`config.mk`:
```
export PLATFORM = sky130hd
export DESIGN_NAME = spgf_cell
export DESIGN_NICKNAME = d
export VERILOG_FILES = /design/src/rtl/spgf_pkg.sv /design/src/rtl/spgf_cell.sv
export SDC_FILE = /design/constraint.sdc
export NUM_CORES = 1
export LEC_CHECK = 0
export ABC_AREA = 1
export BUFFER_PORTS_ARGS = -buffer_cell sky130_fd_sc_hd__buf_4
export CAP_MARGIN = 20
export CORE_ASPECT_RATIO = 2
export CORE_MARGIN = 4
export CORE_UTILIZATION = 58
export DETAILED_ROUTE_END_ITERATION = 10
export HOLD_SLACK_MARGIN = 0.03
export PLACE_DENSITY = 0.84
export SYNTH_ARGS = -nofsm -noshare
export SYNTH_HDL_FRONTEND = slang
export SYNTH_SLANG_ARGS = --single-unit
```
`constraint.sdc`:
```
create_clock -name clk -period 4.5 [get_ports clk]
set_input_delay 0.675 -clock clk [delete_from_list [all_inputs] [get_ports clk]]
set_output_delay 0.675 -clock clk [all_outputs]
set_load 0.02 [all_outputs]
```
`src/rtl/spgf_pkg.sv`:
```
// Package: shared constants and payload types for the stacked point ground filter.
`default_nettype none
package spgf_pkg;
  localparam int MaxPoints  = 64;
  localparam int CoordWidth = 32;
  localparam int EffWidth   = (CoordWidth < 32) ? CoordWidth : 32;
  localparam int IdxWidth   = $clog2(MaxPoints);
  localparam int CntWidth   = $clog2(MaxPoints + 1);

  localparam logic [1:0] ClassNonGround = 2'd0;
  localparam logic [1:0] ClassDuplicate = 2'd1;
  localparam logic [1:0] ClassNone      = 2'd2;

  typedef struct packed {
    logic signed [31:0] px;
    logic signed [31:0] py;
    logic signed [31:0] pz;
    logic               batch_end;
  } point_in_t;

  typedef struct packed {
    logic [5:0] point_index;
    logic [1:0] class_code;
    logic       dropped_flag;
    logic       final_result;
  } result_out_t;

  // Control and shifted data passed from one cell to the next.
  typedef struct packed {
    logic                       load;    // write point into the first free cell
    logic                       probe;   // compare probe against held points
    logic signed [EffWidth-1:0] x;
    logic signed [EffWidth-1:0] y;
    logic signed [EffWidth-1:0] z;
  } spgf_bus_t;

  // Keep the effective low bits of a coordinate as a signed value.
  function automatic logic signed [EffWidth-1:0] coord_trim(input logic [31:0] v);
    coord_trim = v[EffWidth-1:0];
  endfunction
endpackage
`default_nettype wire

```
`src/rtl/spgf_cell.sv`:
```
// Cell: holds one point and its running group minimum and duplicate count.
`default_nettype none
module spgf_cell (
  input  wire logic              clk,
  input  wire logic              rst,
  input  wire logic              clear,
  input  wire logic              fill_prev,  // all cells before this one are filled
  input  wire spgf_pkg::spgf_bus_t bus_in,
  output spgf_pkg::spgf_bus_t    bus_out,
  output logic                   filled,
  output logic [1:0]             cls
);
  import spgf_pkg::*;

  logic signed [EffWidth-1:0] hx, hy, hz, low;
  logic [1:0] low_cnt;  // saturating count of group points at low
  logic same, hit_lo, hit_eq;
  logic take;

  assign same   = (bus_in.x == hx) && (bus_in.y == hy);
  assign hit_lo = same && (bus_in.z < low);
  assign hit_eq = same && (bus_in.z == low);
  assign take   = bus_in.load && fill_prev && !filled;

  // Hold point; track group minimum as every probe streams past.
  always_ff @(posedge clk) begin
    if (rst || clear) begin
      filled <= 1'b0;
    end else if (take) begin
      filled <= 1'b1;
    end
    if (take) begin
      hx <= bus_in.x; hy <= bus_in.y; hz <= bus_in.z; low <= bus_in.z;
      low_cnt <= 2'd0;
    end else if (bus_in.probe && filled) begin
      if (hit_lo) begin
        low <= bus_in.z; low_cnt <= 2'd1;
      end else if (hit_eq && low_cnt != 2'd2) begin
        low_cnt <= low_cnt + 2'd1;
      end
    end
  end

  // Pass the stream on to the neighbour; a load taken here goes no further.
  always_ff @(posedge clk) begin
    if (rst) begin
      bus_out.load <= 1'b0; bus_out.probe <= 1'b0;
    end else begin
      bus_out.load <= bus_in.load && !take; bus_out.probe <= bus_in.probe;
    end
    bus_out.x <= bus_in.x; bus_out.y <= bus_in.y; bus_out.z <= bus_in.z;
  end

  always_comb begin
    if (hz > low)             cls = ClassNonGround;
    else if (low_cnt == 2'd2) cls = ClassDuplicate;
    else                      cls = ClassNone;
  end
endmodule
`default_nettype wire
```
==> qor.yml, run 1 <==
global_route:
  met3_usage: 0.04751
  antenna_found_initial: 0
  grt_overflow: 0
  first_global_vias: 6614
  grt_max_degree: 48
  grt_use_met1: 0.2044
  grt_usage: 0.2095
  grt_pass1_wl_um: 30700
  use_met2: 0.4153
  top_usage_layer: "met2"
logic_synthesis:
  synth-seq-area-share: 0.6357
  yosysTopAreaCellShare: 0.4166
  ys_ff_latch: 229
  netlist_instances: 852
  yosys_warnings: 0
  syn_nets: 1019
  yosys.area.top_type: "edfxtp_1"
  synth.distinct_cells: 27
  synth.avg_cell_area_sq_um: 10.83
  synth_area_leaders: "edfxtp_1 (42%), dfxtp_1 (22%), nand2_1 (9.0%)"
  syn_area_sq_mm: 0.009226
setup_path:
  crit_arrival_ns: 2.47
  required_ns: 3.83
  critical_path_class: "flip-flop to primary output"
  endpoint: "cls[0]"
  reg2regPathDepth: 13
  slowest_stage: "edfxtp_1"
  end_kind: "primary output"
  r2r_setup_slack_ns: 2.04
  critPathMaxStageDelay_ns: 0.38
  worstSetupStartpoint: "low[21]$_DFFE_PP_"
  reg2reg_to: "low[3]$_DFFE_PP_"
  timing.rr.start: "low[15]$_DFFE_PP_"
  cp_top_family: "compound AO/OA/AOI/OAI gates"
  crit_cells: 13
  cp-start-kind: "flip-flop"
  crit_fanout: 2
  crit_path_cell_trace: "inv_1, ha_1, a21oi_1, nor2_1, a211oi_1, nand2_1, a21oi_1, nand2_1, nand2_1, nand3_1, nand2_1, inv_1, buf_4"
  path_buf_inv: 3
  cpMostUsedCell: "nand2_1"
layout:
  final_area_sq_mm: 0.01168
  final_common_cell: "nand2_1"
  regArea_sq_mm: 0.005866
  layout_common_cells: "nand2_1 (220), buf_4 (205), inv_1 (134)"
  multiInputGateArea_sq_mm: 0.002824
  drive_gt1_frac: 0.2351
  layout.nets: 1246
  nFillCells: 1048
  syn2layout_area_growth_pct: 26.55
  antennaDiodeCount: 0
sta:
  worstMarginPinSlew_ns: 0.6412
  max-slew-margin-rel: 0.5725
  max_freq_mhz: 318.0
  hold_viol_final: 0
  slew_viol_final: 0
  finalCriticalPeriod_ns: 3.144
  fin_setup_tns_ns: 0
  fin_crit_sh: 0.6987
  hold-worst-slack_ns: 0.3074
  setup_viol: 0
  skew_ns: 0.01021
  rsz0062_at_grt: "no"
floorplanning:
  dieArea_sq_mm: 0.01811
  die_y_um: 186.4
  start_util: 0.5878
  die_w_um: 97.19
  core_area_sq_mm: 0.01570
  io_pins: 203
  rows: 65
placed_design:
  hpwlAfterDp_um: 14400
  post_dp_cell_area_sq_mm: 0.01102
  place_congestion: 0.8616
  io_buffers: 202
clock_tree:
  clk-insertion-delay-late_ns: 0.49
  cts.clk_slew.worst_paths_ns: 0.07
  cts_sinks: 229
  numCtsBuffers: 20
  post-cts-setup-buffer-count: 0
  cts_tree: "yes"
  clockBufferDepth: 3
  clock-root-buffer: "clkbuf_16"
  cts_resized: 0
  htreeDepth: 1
  ctsHoldBuffers: 0
route:
  routed_wl_um: 18910
  ant_nets: 0
  post_drt_wl_per_cell_um: 14.61
  vias_per_cell: 4.843
  drc: 0
  vias: 6267
  firstDrtPassIters: 4
  drt_iter0_markers: 177
power:
  power_density_mw_per_mm2: 388.5
  vdd_ir_drop_max_v: 0.0003547
  p_leak_uw: 0.005526
hold_path:
  hp-class: "input port to flip-flop"
outcome:
  run_status: "complete, no violations"
flow_run:
  max-cap-violations: 0
-- worst reg2reg max path: stages (launching register included) --
cell and delay, ns:
edfxtp_1 0.32, inv_1 0.06, ha_1 0.29, nand2_1 0.07, nor2_1 0.18, nand4_1 0.20
nor2_2 0.17, nand2_1 0.06, nand4_1 0.06, nand2_1 0.05, nand2_1 0.10, nand2_2 0.06
nand2_1 0.05, buf_4 0.42
-- registers in the layout, indices dropped and copies added (netlist names) --
name and cells:
hx 32, filled 1, low 32, low_cnt 2
bus_out 98, hz 32, hy 32
-- Yosys cell counts (all sizes together) --
cell type / instances
xnor2: 39
nor3: 3
and2: 3
o211ai: 1
edfxtp: 128
nand3: 13
a21oi: 24
dfxtp: 101
nor4: 1
xor2: 18
clkinv: 3
nand3b: 2
inv: 140
nand2: 224
nor2: 69
nand4: 8
ha: 65
o21ai: 7
a211oi: 1
a21o: 2
-- kinds of logic after synthesis --
group | Yosys count | synth area share
buffers and inverters | 143 | 0.05818
AOI/OAI and AO/OA | 35 | 0.02048
and+or+nand+nor | 323 | 0.1433
xor gates and xnor gates | 57 | 0.05411
DFF | 229 | 0.6357
adders and majority gates | 65 | 0.08815
-- worst min path at each step --
stage,to,depth (start not counted),from
floorplan,low_cnt[1]$_SDFFE_PP0P_,2,low_cnt[1]$_SDFFE_PP0P_
CTS,bus_out[58]$_DFF_P_,1,bus_in[58]
detailed placement,low_cnt[1]$_SDFFE_PP0P_,2,low_cnt[1]$_SDFFE_PP0P_
finish,bus_out[61]$_DFF_P_,1,bus_in[61]
global route,bus_out[85]$_DFF_P_,1,bus_in[85]
global placement,low_cnt[1]$_SDFFE_PP0P_,2,low_cnt[1]$_SDFFE_PP0P_
-- per-stage QoR --
step	instances	total power (uW)	setup WS, ns	utilization
after global placement	1258	2880	1.672	0.7020
after detailed placement	1258	2903	1.605	0.7020
after floorplan	852	2656	1.182	-
final	1294	4536	1.356	0.7439
after global routing	1294	4724	1.142	0.7439
after CTS	1294	4582	1.315	0.7439
-- area by class of cell --
type                       instances  share of cell area
clock inverter                    11            0.006429
clock buffer                      25             0.04983
tap                              201             0.02154
inverter                         143             0.04619
sequential                       229              0.5024
multi-input combinational        480              0.2419
timing repair buffer             205              0.1318
-- metal layers --
layer	part of all wire	up-vias
met3	0.064	43
met1	0.34	2880
met2	0.56	179
met5	0	-
li1	-	3165
met4	0.034	0
-- report_power, final --
group	switching, uW	internal (uW)	total, uW
sequential	33.8	2320	2350
clock	750	933	1680
combinational	287	216	503
total	1070	3460	4540
Note: power is estimated with default switching activity, not from simulation.
==> run 2: changes to the inputs <==
--- a/config.mk
+++ b/config.mk
@@ -10,10 +10,10 @@
 export CAP_MARGIN = 20
 export CORE_ASPECT_RATIO = 2
 export CORE_MARGIN = 4
-export CORE_UTILIZATION = 58
+export CORE_UTILIZATION = 54
 export DETAILED_ROUTE_END_ITERATION = 10
 export HOLD_SLACK_MARGIN = 0.03
-export PLACE_DENSITY = 0.84
+export PLACE_DENSITY = 0.79
 export SYNTH_ARGS = -nofsm -noshare
 export SYNTH_HDL_FRONTEND = slang
 export SYNTH_SLANG_ARGS = --single-unit
==> constraint.sdc (replaced) <==
create_clock -name clk -period 3.1 [get_ports clk]
set_input_delay 0.465 -clock clk [delete_from_list [all_inputs] [get_ports clk]]
set_output_delay 0.465 -clock clk [all_outputs]
set_load 0.02 [all_outputs]
==> run 2 against run 1 <==
Combinational power increased by 46%. Non-clock buffer count did not move. Routed wire length is 1.7% higher. Worst hold slack worse by 0.21 ns. Clock-buffer cell count up 5. Critical path depth increased by 1. Largest power group unchanged. Critical endpoint unchanged. Critical path type unchanged. Worst setup slack got worse by 1.1 ns.
==> qor.yml, run 2 (synthesized netlist as in run 1, its figures left out) <==
outcome:
  run_status: "complete, no violations"
route:
  vias: 6251  # -0.26%
  routed_wl_um: 19230  # +1.7%
  vias_per_cell: 4.808  # -0.72%
  drt_iter0_markers: 169  # -4.5%
  drc: 0  # unchanged
  post_drt_wl_per_cell_um: 14.79  # +1.2%
  firstDrtPassIters: 5  # +1
  ant_nets: 0  # unchanged
setup_path:
  slowest_stage: "edfxtp_1"
  cp_top_family: "simple AND/OR/NAND/NOR gates"
  required_ns: 2.63  # -1.20 ns
  critical_path_class: "flip-flop to primary output"
  cp-start-kind: "flip-flop"
  crit_arrival_ns: 2.38  # -0.09 ns
  critPathMaxStageDelay_ns: 0.37  # about the same
  path_buf_inv: 2  # -1
  end_kind: "primary output"
  cpMostUsedCell: "nand2_1"
  crit_fanout: 2  # unchanged
  crit_path_cell_trace: "ha_1, a21oi_1, o21ai_0, nand2_1, nand3_1, nand2_1, nand2_1, nand2_1, nand2_1, nand2_1, nand3_1, nand2_1, inv_1, buf_4"
layout:
  final_common_cell: "nand2_1"
  drive_gt1_frac: 0.2342  # -0.0009149
  final_area_sq_mm: 0.01173  # +0.47%
  final_util: 0.6997  # -0.04418
  largest_reg_flops: 98  # unchanged
  layout_common_cells: "nand2_1 (220), buf_4 (204), inv_1 (134)"
  regMostFlops: "bus_out"
  antennaDiodeCount: 0  # unchanged
  syn2layout_area_growth_pct: 27.15
  layout.nets: 1246  # unchanged
global_route:
  antenna_found_initial: 0  # unchanged
  grt_max_degree: 97  # +100%
  grt_usage: 0.2007  # -0.008829
  grt_overflow: 0  # unchanged
  first_global_vias: 6540  # -1.1%
  grt_pass1_wl_um: 30680  # about the same
sta:
  setup_viol: 0  # unchanged
  hold_viol_final: 0  # unchanged
  fin_setup_tns_ns: 0  # unchanged
  finalCriticalPeriod_ns: 2.849
  fin_crit_sh: 0.9191
  max-slew-margin-rel: 0.5836  # +0.01109
  worstMarginPinSlew_ns: 0.6245  # -0.01664 ns
  slew_viol_final: 0  # unchanged
  hold-worst-slack_ns: 0.1007  # -0.2067 ns
  skew_ns: 0.01086  # +0.0006548 ns
  rsz0062_at_grt: "no"
  max_freq_mhz: 351.0
placed_design:
  io_buffers: 202  # unchanged
  hpwlAfterDp_um: 14490  # +0.59%
  post_dp_cell_area_sq_mm: 0.01104  # +0.19%
  place_congestion: 0.8562  # -0.63%
power:
  power_density_mw_per_mm2: 570.8  # +47%
  p_leak_uw: 0.005539  # +0.23%
  vdd_ir_drop_max_v: 0.0005420  # +53%
  pwr-share-seq: 0.510  # -0.008
  p_comb_frac: 0.109  # -0.002
  total_power_uw: 6697  # +48%
  switching_share: 0.2256  # -0.01054
  clkPwrFrac: 0.381  # +0.010
  internal_power_uw: 5186  # +50%
  power.net_switching_uw: 1511  # +41%
floorplanning:
  io_pins: 203  # unchanged
  start_util: 0.5503  # -0.03751
  core_area_sq_mm: 0.01677  # +6.8%
  rows: 67  # +3.1%
  die_y_um: 192.9  # +3.5%
  dieArea_sq_mm: 0.01937  # +6.9%
  die_w_um: 100.4  # +3.3%
clock_tree:
  cts.clk_slew.worst_paths_ns: 0.07  # about the same
  htreeDepth: 1  # unchanged
  clockBufferDepth: 3  # unchanged
  cts_tree: "yes"
  clock-root-buffer: "clkbuf_16"
  clk-insertion-delay-late_ns: 0.49  # about the same
  cts_sinks: 229  # unchanged
  ctsHoldBuffers: 0  # unchanged
  numCtsBuffers: 20  # unchanged
flow_run:
  max-cap-violations: 0  # unchanged
hold_path:
  hp-class: "input port to flip-flop"
==> run 2: cell count changes in the layout (fill, tap and decap cells not counted), sizes merged <==
cell and change:
clkbuf +5, inv -4, bufinv +2, clkinv -2, clkinvlp -1
==> run 2: what timing repair did <==
item,4_1_cts,5_1_grt
endpoints found under the setup margin,0,2
gates resized for setup,0,2
setup buffers,0,0
==> run 2: worst paths after layout <==
path,depth (start not counted),from,to,slack [ns]
max,14,hz[1]$_DFFE_PP_,cls[0],0.25
max reg2reg,13,low[15]$_DFFE_PP_,low[14]$_DFFE_PP_,0.84
min reg2reg,2,low_cnt[1]$_SDFFE_PP0P_,low_cnt[1]$_SDFFE_PP0P_,0.49
min,1,bus_in[79],bus_out[79]$_DFF_P_,0.10
==> run 2: power by group through the flow <==
stage          combinational, uW  clock (uW)  sequential (uW)
2_1_floorplan                292           0             3560
3_3_place_gp                 717           0             3470
3_5_place_dp                 739           0             3480
4_1_cts                      745        2630             3410
5_1_grt                      821        2760             3420
6_report                     733        2550             3410
==> run 2: cell type report <==
class                           count  area [sq um]
Sequential cell                   229          5866
Fill cell                        1255          5035
Multi-Input combinational cell    480          2833
Timing Repair Buffer              205          1551
Clock buffer                       30         599.3
Inverter                          143         540.5
Tap cell                          207         259.0
Clock inverter                      6         82.58
==> run 2: stage by stage <==
step | setup WS (ns) | instances
3_5_place_dp | 0.5888 | 1264
4_1_cts | 0.1065 | 1300
6_report | 0.2508 | 1300
3_3_place_gp | 0.6311 | 1264
2_1_floorplan | 0.4826 | 852
5_1_grt | 0.04377 | 1300
==> run 2: metal layers <==
| metal | global-route usage | routed length, um | vias up |
|---|---|---|---|
| met5 | 0 | 0 | - |
| met4 | 0.06954 | 609 | 0 |
| met3 | 0.03256 | 1124 | 33 |
| met2 | 0.3978 | 10980 | 175 |
| met1 | 0.2054 | 6515 | 2883 |
| li1 | - | - | 3160 |
